File: src/sem_pkg.sv
// ----------------------------------------------------------------------------
// sem_pkg: shared types and constants
// Window type, control state codes and register indexes of the Sobel block.
// ----------------------------------------------------------------------------
package sem_pkg;

	localparam int MAX_WIDTH_DEF = 1024;
	localparam int HEIGHT_MAX    = 4096;
	localparam int WIDTH_RESET   = 1024;
	localparam int HEIGHT_RESET  = 1024;
	localparam int WREG_W        = 11;
	localparam int HREG_W        = 13;
	localparam int CFG_IDX_W     = 2;
	localparam int CFG_DATA_W    = 13;
	localparam int PIX_W         = 24;
	localparam int MAG_SAT       = 255;
	localparam int SQ_SAT        = 255 * 255 + 255;

	localparam logic [CFG_IDX_W-1:0] REG_WIDTH  = CFG_IDX_W'(0);
	localparam logic [CFG_IDX_W-1:0] REG_HEIGHT = CFG_IDX_W'(1);

	typedef logic [PIX_W-1:0] pix_t;
	// win[row][col], row 0 is the oldest line, col 0 the leftmost column
	typedef logic [2:0][2:0][PIX_W-1:0] win_t;

	typedef enum logic [2:0] {
		ST_IDLE,
		ST_PRD,
		ST_PWB,
		ST_FRD,
		ST_MAG,
		ST_OUT
	} sem_state_t;

	typedef enum logic [1:0] {
		MP_IDLE,
		MP_SQ,
		MP_ITER,
		MP_FIN
	} sem_mph_t;

	typedef struct packed {
		logic [7:0] red;
		logic [7:0] green;
		logic [7:0] blue;
	} mag_res_t;

endpackage

File: src/sem_mag.sv
// ----------------------------------------------------------------------------
// sem_mag: Sobel magnitude unit
// Gradients, exact squared sum and a bit-serial rounded root for three channels.
// ----------------------------------------------------------------------------
module sem_mag (
	input  logic              clk,
	input  logic              arst_n,
	input  logic              start,
	input  sem_pkg::win_t     win,
	output logic              done,
	output sem_pkg::mag_res_t res
);
	import sem_pkg::*;

	sem_mph_t           ph_q;
	logic signed [10:0] gx_q [3];
	logic signed [10:0] gy_q [3];
	logic        [20:0] s_q  [3];
	logic        [7:0]  n_q  [3];
	logic        [2:0]  k_q;
	logic               done_q;
	logic signed [10:0] gx_c [3];
	logic signed [10:0] gy_c [3];
	logic        [7:0]  mag_c [3];

	// Channel 0 (red) sits in the lowest byte of a pixel.
	function automatic logic signed [10:0] px(input win_t w, input int i, input int j,
		input int ch);
		logic [7:0] v;
		v = w[i][j][8*ch +: 8];
		return signed'({3'b000, v});
	endfunction

	always_comb begin
		for (int ch = 0; ch < 3; ch++) begin
			gx_c[ch] = (px(win, 0, 2, ch) + (px(win, 1, 2, ch) <<< 1) + px(win, 2, 2, ch))
				- (px(win, 0, 0, ch) + (px(win, 1, 0, ch) <<< 1) + px(win, 2, 0, ch));
			gy_c[ch] = (px(win, 2, 0, ch) + (px(win, 2, 1, ch) <<< 1) + px(win, 2, 2, ch))
				- (px(win, 0, 0, ch) + (px(win, 0, 1, ch) <<< 1) + px(win, 0, 2, ch));
			if (s_q[ch] > 21'(SQ_SAT)) begin
				mag_c[ch] = 8'(MAG_SAT);
			end else if (s_q[ch] == '0) begin
				mag_c[ch] = '0;
			end else begin
				mag_c[ch] = n_q[ch] + 8'd1;
			end
		end
	end

	always_ff @(posedge clk or negedge arst_n) begin
		if (!arst_n) begin
			ph_q   <= MP_IDLE;
			done_q <= 1'b0;
		end else begin
			done_q <= 1'b0;
			case (ph_q)
				MP_IDLE: if (start) ph_q <= MP_SQ;
				MP_SQ:   ph_q <= MP_ITER;
				MP_ITER: if (k_q == '0) ph_q <= MP_FIN;
				MP_FIN: begin
					ph_q   <= MP_IDLE;
					done_q <= 1'b1;
				end
				default: ph_q <= MP_IDLE;
			endcase
		end
	end

	// Root search: largest n with n*n+n < s, one bit per cycle, MSB first.
	always_ff @(posedge clk) begin
		logic [7:0]  t;
		logic [16:0] tt;
		case (ph_q)
			MP_IDLE: begin
				if (start) begin
					for (int ch = 0; ch < 3; ch++) begin
						gx_q[ch] <= gx_c[ch];
						gy_q[ch] <= gy_c[ch];
					end
				end
			end
			MP_SQ: begin
				for (int ch = 0; ch < 3; ch++) begin
					s_q[ch] <= 21'(22'(gx_q[ch] * gx_q[ch]) + 22'(gy_q[ch] * gy_q[ch]));
					n_q[ch] <= '0;
				end
				k_q <= 3'd7;
			end
			MP_ITER: begin
				for (int ch = 0; ch < 3; ch++) begin
					t  = n_q[ch] | (8'd1 << k_q);
					tt = 17'(t * t) + 17'(t);
					if (21'(tt) < s_q[ch]) n_q[ch] <= t;
				end
				k_q <= k_q - 3'd1;
			end
			MP_FIN: begin
				res.red   <= mag_c[0];
				res.green <= mag_c[1];
				res.blue  <= mag_c[2];
			end
			default: ;
		endcase
	end

	assign done = done_q;

endmodule

File: config.mk
export PLATFORM = sky130hd
export DESIGN_NAME = sem_mag
export DESIGN_NICKNAME = d
export VERILOG_FILES = /design/src/sem_pkg.sv /design/src/sem_mag.sv
export SDC_FILE = /design/constraint.sdc
export NUM_CORES = 2
export LEC_CHECK = 0
export ABC_AREA = 0
export BUFFER_PORTS_ARGS = -buffer_cell sky130_fd_sc_hd__buf_2
export CAP_MARGIN = 10
export CELL_PAD_IN_SITES_DETAIL_PLACEMENT = 0
export CELL_PAD_IN_SITES_GLOBAL_PLACEMENT = 1
export CORE_MARGIN = 3
export CORE_UTILIZATION = 50
export DETAILED_ROUTE_END_ITERATION = 12
export PLACE_DENSITY_LB_ADDON = 0.08
export SETUP_SLACK_MARGIN = 0.5
export SYNTH_ARGS = -nofsm -noshare
export SYNTH_HDL_FRONTEND = slang
export SYNTH_SLANG_ARGS = --single-unit
File: constraint.sdc
create_clock -name clk -period 17.95 [get_ports clk]
set_clock_uncertainty 0.05 [all_clocks]
set_input_delay 3.59 -clock clk [delete_from_list [all_inputs] [get_ports clk]]
set_output_delay 3.59 -clock clk [all_outputs]
set_load 0.05 [all_outputs]
Word level (Yosys, flattened, before mapping)
Memories as Yosys holds them, arrays and structs flattened. Cells that the tools add are included.

Equality and inequality tests: 5. Magnitude comparators: 6. $add $sub $neg: 40. Reduce and logical (&&, ||, !) cells: 7. Multiplexer cells: 25. Shifts and indexed selects: 1. Multipliers: 9. Bitwise gates (word level): 6.

Operator list (count): $add A10 B8 Y11 (12); $mul A11 B11 Y21 (6); $add A8 B9 Y10 (12); $sub A11 B11 Y11 (6); $add A21 B21 Y21 (3); $gt A21 B16 Y1 const B (3); $logic_not A21 Y1 (3); $lt A17 B21 Y1 (3); $add A16 B8 Y17 (3); $mul A8 B8 Y16 (3); $mux W8 (6); $add A8 B1 Y8 const B (3); $or A8 B8 Y8 (3); $mux W1 (15); $pmux W2 S4 (1); $shl A1 B3 Y8 const A (1); $pmux W3 S2 (1); $eq A2 B2 Y1 const B (2); $mux W2 (2); $ne A2 B2 Y1 const B (2); $logic_not A3 Y1 (1); $or A1 B1 Y1 (3); $sub A3 B1 Y3 const B (1); $eq A2 B1 Y1 const B (1); 3 further kinds (3).

Register bits after elaboration: 30. Logic and storage cells: 109. Memories: 4. Output and inout port bits: 25. Input port bits: 219. Memory bits (writable): 153.

Memory list: s_q (depth 3, width 21, rd ports 3, clocked after memory_dff 0, wr ports 3, RTL line sem_mag.sv:18) `logic [20:0] s_q [3];`; gx_q (depth 3, width 11, rd ports 3, clocked after memory_dff 0, wr ports 3, RTL line sem_mag.sv:16) `logic signed [10:0] gx_q [3];`; gy_q (depth 3, width 11, rd ports 3, clocked after memory_dff 0, wr ports 3, RTL line sem_mag.sv:17) `logic signed [10:0] gy_q [3];`; n_q (depth 3, width 8, rd ports 3, clocked after memory_dff 0, wr ports 3, RTL line sem_mag.sv:19) `logic [7:0] n_q [3];`.

Longest topological paths before layout
Depth after elaboration: 9. Depth in mapped cells: 34.

Worst setup path after synthesis
No wires, ideal clock.

Path type: reg-to-reg. Start: register k_q[0]. End: memory n_q[1][2] (netlist: n_q[0][10]) (enable). Buffers on the path: 0. Stages on the path, launching flop included: 34. Setup time: 0.384 ns. Slack: 10.743 ns. Arrival: 6.773 ns. Required time: 17.516 ns. Path through: edfxtp_1 > inv_1 > ha_1 > nor2b_1 > nor2_1 > inv_1 > ha_1 > inv_1 > fa_1 > inv_1 > ha_1 > ha_1 > inv_1 > fa_1 > inv_1 > ha_1 > fa_1 > a21o_1 > a21oi_1 > o21ai_1 > a211oi_1 > o31ai_1 > nand2b_1 > a21oi_1 > xnor2_1 > ha_1 > nand4_1 > nor3_1 > o21ai_1 > a21oi_1 > a2111oi_0 > o21ai_0 > nand2_1 > o21ai_0.

RTL lines: from (decl) (RTL line sem_mag.sv:20) `logic [2:0] k_q;`; from (signal assigned) (RTL line sem_mag.sv:95) `k_q <= k_q - 3'd1;`; to (decl) (RTL line sem_mag.sv:19).

==> flow_summary_export.csv <==
group,metric,value,unit
clock_tree,h-tree-depth,4,
sta,max_freq,116,MHz
worst_setup_path,arrival,8.76,ns
route,dr.pass1.iters,4,
worst_setup_path,start_kind,"flop",
cells_and_area,area_growth,6.76,%
worst_hold_path,hp-class,"flop to flop",
route,num_vias,27223,
route,remaining_drc_errors,0,
route,vias_per_cell,4.77,
synth,synth_nets,6027,
clock_tree,cts.sinks,183,
floorplan,die_h,302,µm
sta,rsz0062_at_grt,"false",
synth,yosys.area_share.simple,0.0861,
clock_tree,cts_hold_buf,0,
synth,synth_cell_types,59,
sta,fin_crit_sh,0.479,
global_route,first_global_vias,29907,
route,drt_iter0_markers,1076,
clock_tree,clkTransAtPathRegs,0.08,ns
floorplan,die_area,0.0913,mm²
route,detail_route.wl_per_cell,14.7,µm
global_route,met3_usage,0.0173,
global_route,grt.busiest_layer,"met2",
placed_design,dp.cells,5670,
synth,synthCells,4373,
worst_setup_path,slowest_delay,0.80,ns
placed_design,port_buffers,219,
sta,final_hold_viol_count,0,
sta,worst_slack,9.35,ns
cells_and_area,finalNonFillerCells,5703,
worst_setup_path,crit_path_max_fanout,24,
synth,ys.flop_type,"edfxtp_1",
synth,synth_top_family_by_area,"adder cells",
global_route,grt_max_degree,67,
floorplan,die_w,302,µm
placed_design,post-dp-hpwl,74.5,mm
sta,worst_pin_slew,1.13,ns
synth,synth_edf_count,180,
sta,layout_min_cycle_time,8.60,ns
floorplan,io_pins,244,
route,final_antenna_net_count,0,
floorplan,num_rows,107,
global_route,antenna_found_initial,1,
clock_tree,cts_buffers,17,
worst_setup_path,cp_common_cell,"inv_1",
outcome,outcome,"finished, final reports clean",
synth,yosysSeqAreaShare,0.125,
synth,async_reset_ff_frac,0.0164,
worst_setup_path,path_class,"flop to flop",
cells_and_area,post_route_cells_drive_above_1_share,0.0630,
flow_run,cap_violations,0,
synth,yosys_warnings,0,
synth,syn-mean-instance-area,10.0,µm²
global_route,met2_usage,0.334,
sta,maxSlewViolCount,0,
floorplan,start_util,0.509,
worst_setup_path,end_kind,"flop",
synth,ys_ff_latch,183,
global_route,met1_usage,0.299,
clock_tree,post-cts-setup-buffers,0,
global_route,grt_pass1_wl,149,mm
clock_tree,cts_tree,"built",
synth,synth_xor_area_frac,0.0437,
cells_and_area,nets,6199,
synth,synthAdderAreaFrac,0.575,
worst_setup_path,slowest_stage,"o31ai_4",
sta,fin_tns_setup,0,ns
floorplan,core_area,0.0861,mm²
synth,syn_area,0.0439,mm²
clock_tree,clock-root-buffer,"clkbuf_16",
synth,synth_compound_area_frac,0.0489,
sta,relSlewSlack,0.244,
route,wirelength,84.1,mm
placed_design,dp_slack,9.28,ns
sta,finalSetupViolCount,0,
clock_tree,clockBufferDepth,2,
clock_tree,clk_latency,0.51,ns
clock_tree,cts_resized,0,
global_route,overflow,0,
worst_setup_path,required,18.11,ns
global_route,track_usage,0.203,
synth,synth_mux_area_frac,0.000999,
placed_design,gp_congestion,0.799,
cells in the mapped netlist, types with 19 or more instances:
| cell type | number | area (µm²) |
|---|---|---|
| xor2_1 | 58 | 508 |
| nand3_1 | 19 | 95.1 |
| xnor2_1 | 161 | 1410 |
| o21a_1 | 26 | 195 |
| edfxtp_1 | 180 | 5410 |
| fa_1 | 965 | 19300 |
| ha_1 | 470 | 5880 |
| nand2b_1 | 51 | 319 |
| and2_1 | 135 | 845 |
| nor2b_1 | 71 | 444 |
| inv_1 | 1327 | 4980 |
| a21o_1 | 36 | 270 |
| a21oi_1 | 112 | 561 |
| clkbuf_1 | 75 | 282 |
| nand2_1 | 257 | 965 |
| o21ai_0 | 74 | 370 |
| nor2_1 | 181 | 679 |
logic make-up (layout without fill, tap and decap cells):
kind of cell | Yosys count | count (layout)
AND/OR/NAND/NOR | 782 | 782
adder cells (fa/ha/maj) | 1435 | 1435
multiplexers | 4 | 4
AO/OA/AOI/OAI | 343 | 343
buffers and inverters | 1407 | 1592
flip-flops | 183 | 183
other | 0 | 1
XOR/XNOR | 219 | 219
stage by stage:
step                utilization  area (µm²)  hold slack [ns]
floorplan                     -       43900            0.478
global placement          0.536       46200            0.579
detailed placement        0.536       46200            0.585
CTS                       0.544       46800            0.606
global route              0.544       46800            0.629
finish                    0.544       46800            0.602
path summary, 6_finish.rpt:
kind / from / endpoint / slack, ns / cells past startpoint
max in group asynchronous: arst_n / ph_q[0]$_DFFE_PN0P_ / 14.88 / 1
hold reg to reg: k_q[0]$_SDFFCE_PN1P_ / k_q[0]$_SDFFCE_PN1P_ / 0.60 / 1
hold / removal: k_q[0]$_SDFFCE_PN1P_ / k_q[0]$_SDFFCE_PN1P_ / 0.60 / 1
min in group asynchronous: arst_n / done$_DFF_PN0_ / 2.84 / 1
setup reg to reg: k_q[0]$_SDFFCE_PN1P_ / n_q[0][22]$_SDFFCE_PN0P_ / 9.35 / 32
setup / recovery: k_q[0]$_SDFFCE_PN1P_ / n_q[0][22]$_SDFFCE_PN0P_ / 9.35 / 32
layout make-up:
cell class	instances	area [µm²]
Clock inverter	15	214
Fill cell	7873	39300
Tap cell	1144	1430
Inverter	1330	4990
Timing Repair Buffer	230	1180
Clock buffer	17	425
Sequential cell	183	5480
Multi-Input combinational cell	2783	33100
Antenna cell	1	2.50
sequential cells by signal, summed over array words and instances, names as in the netlist:
signal,cells
s_q,63
gx_q,33
n_q,24
ph_q,2
res,24
done,1
k_q,3
gy_q,33
layout by cell type (no fill, tap or decap), types with 5 or more instances in the layout:
cell type / n
a2111oi_0: 5
a211oi_1: 18
a21boi_1: 5
a21o_1: 36
a21oi_1: 112
and2_1: 134
and3_1: 14
buf_2: 219
buf_4: 11
clkbuf_16: 17
clkinv_8: 8
edfxtp_1: 180
fa_1: 965
ha_1: 469
inv_1: 1327
nand2_1: 257
nand2b_1: 51
nand3_1: 19
nand4_1: 11
nor2_1: 181
nor2b_1: 71
nor3_1: 13
nor4_1: 11
o21a_1: 26
o21ai_0: 74
o21ai_1: 16
o21bai_1: 11
o31ai_1: 7
or2_2: 7
or4_1: 5
xnor2_1: 161
xor2_1: 58
worst max-delay path: cells and delay by family (launching register included):
family,cells,cell delay [ns]
compound gates,12,3.20
simple gates,6,1.25
buf+inv,6,0.59
flops,1,0.45
fa+ha+maj,8,2.76
metal layers:
layer	wire length, µm	vias up
met2	40200	271
met4	1020	0
met3	2020	53
li1	-	13301
met1	40900	13598
met5	0	-
Power is left out: the tool's default activity adds up to more than one toggle a clock period on the data nets, which glitch-free logic cannot reach.
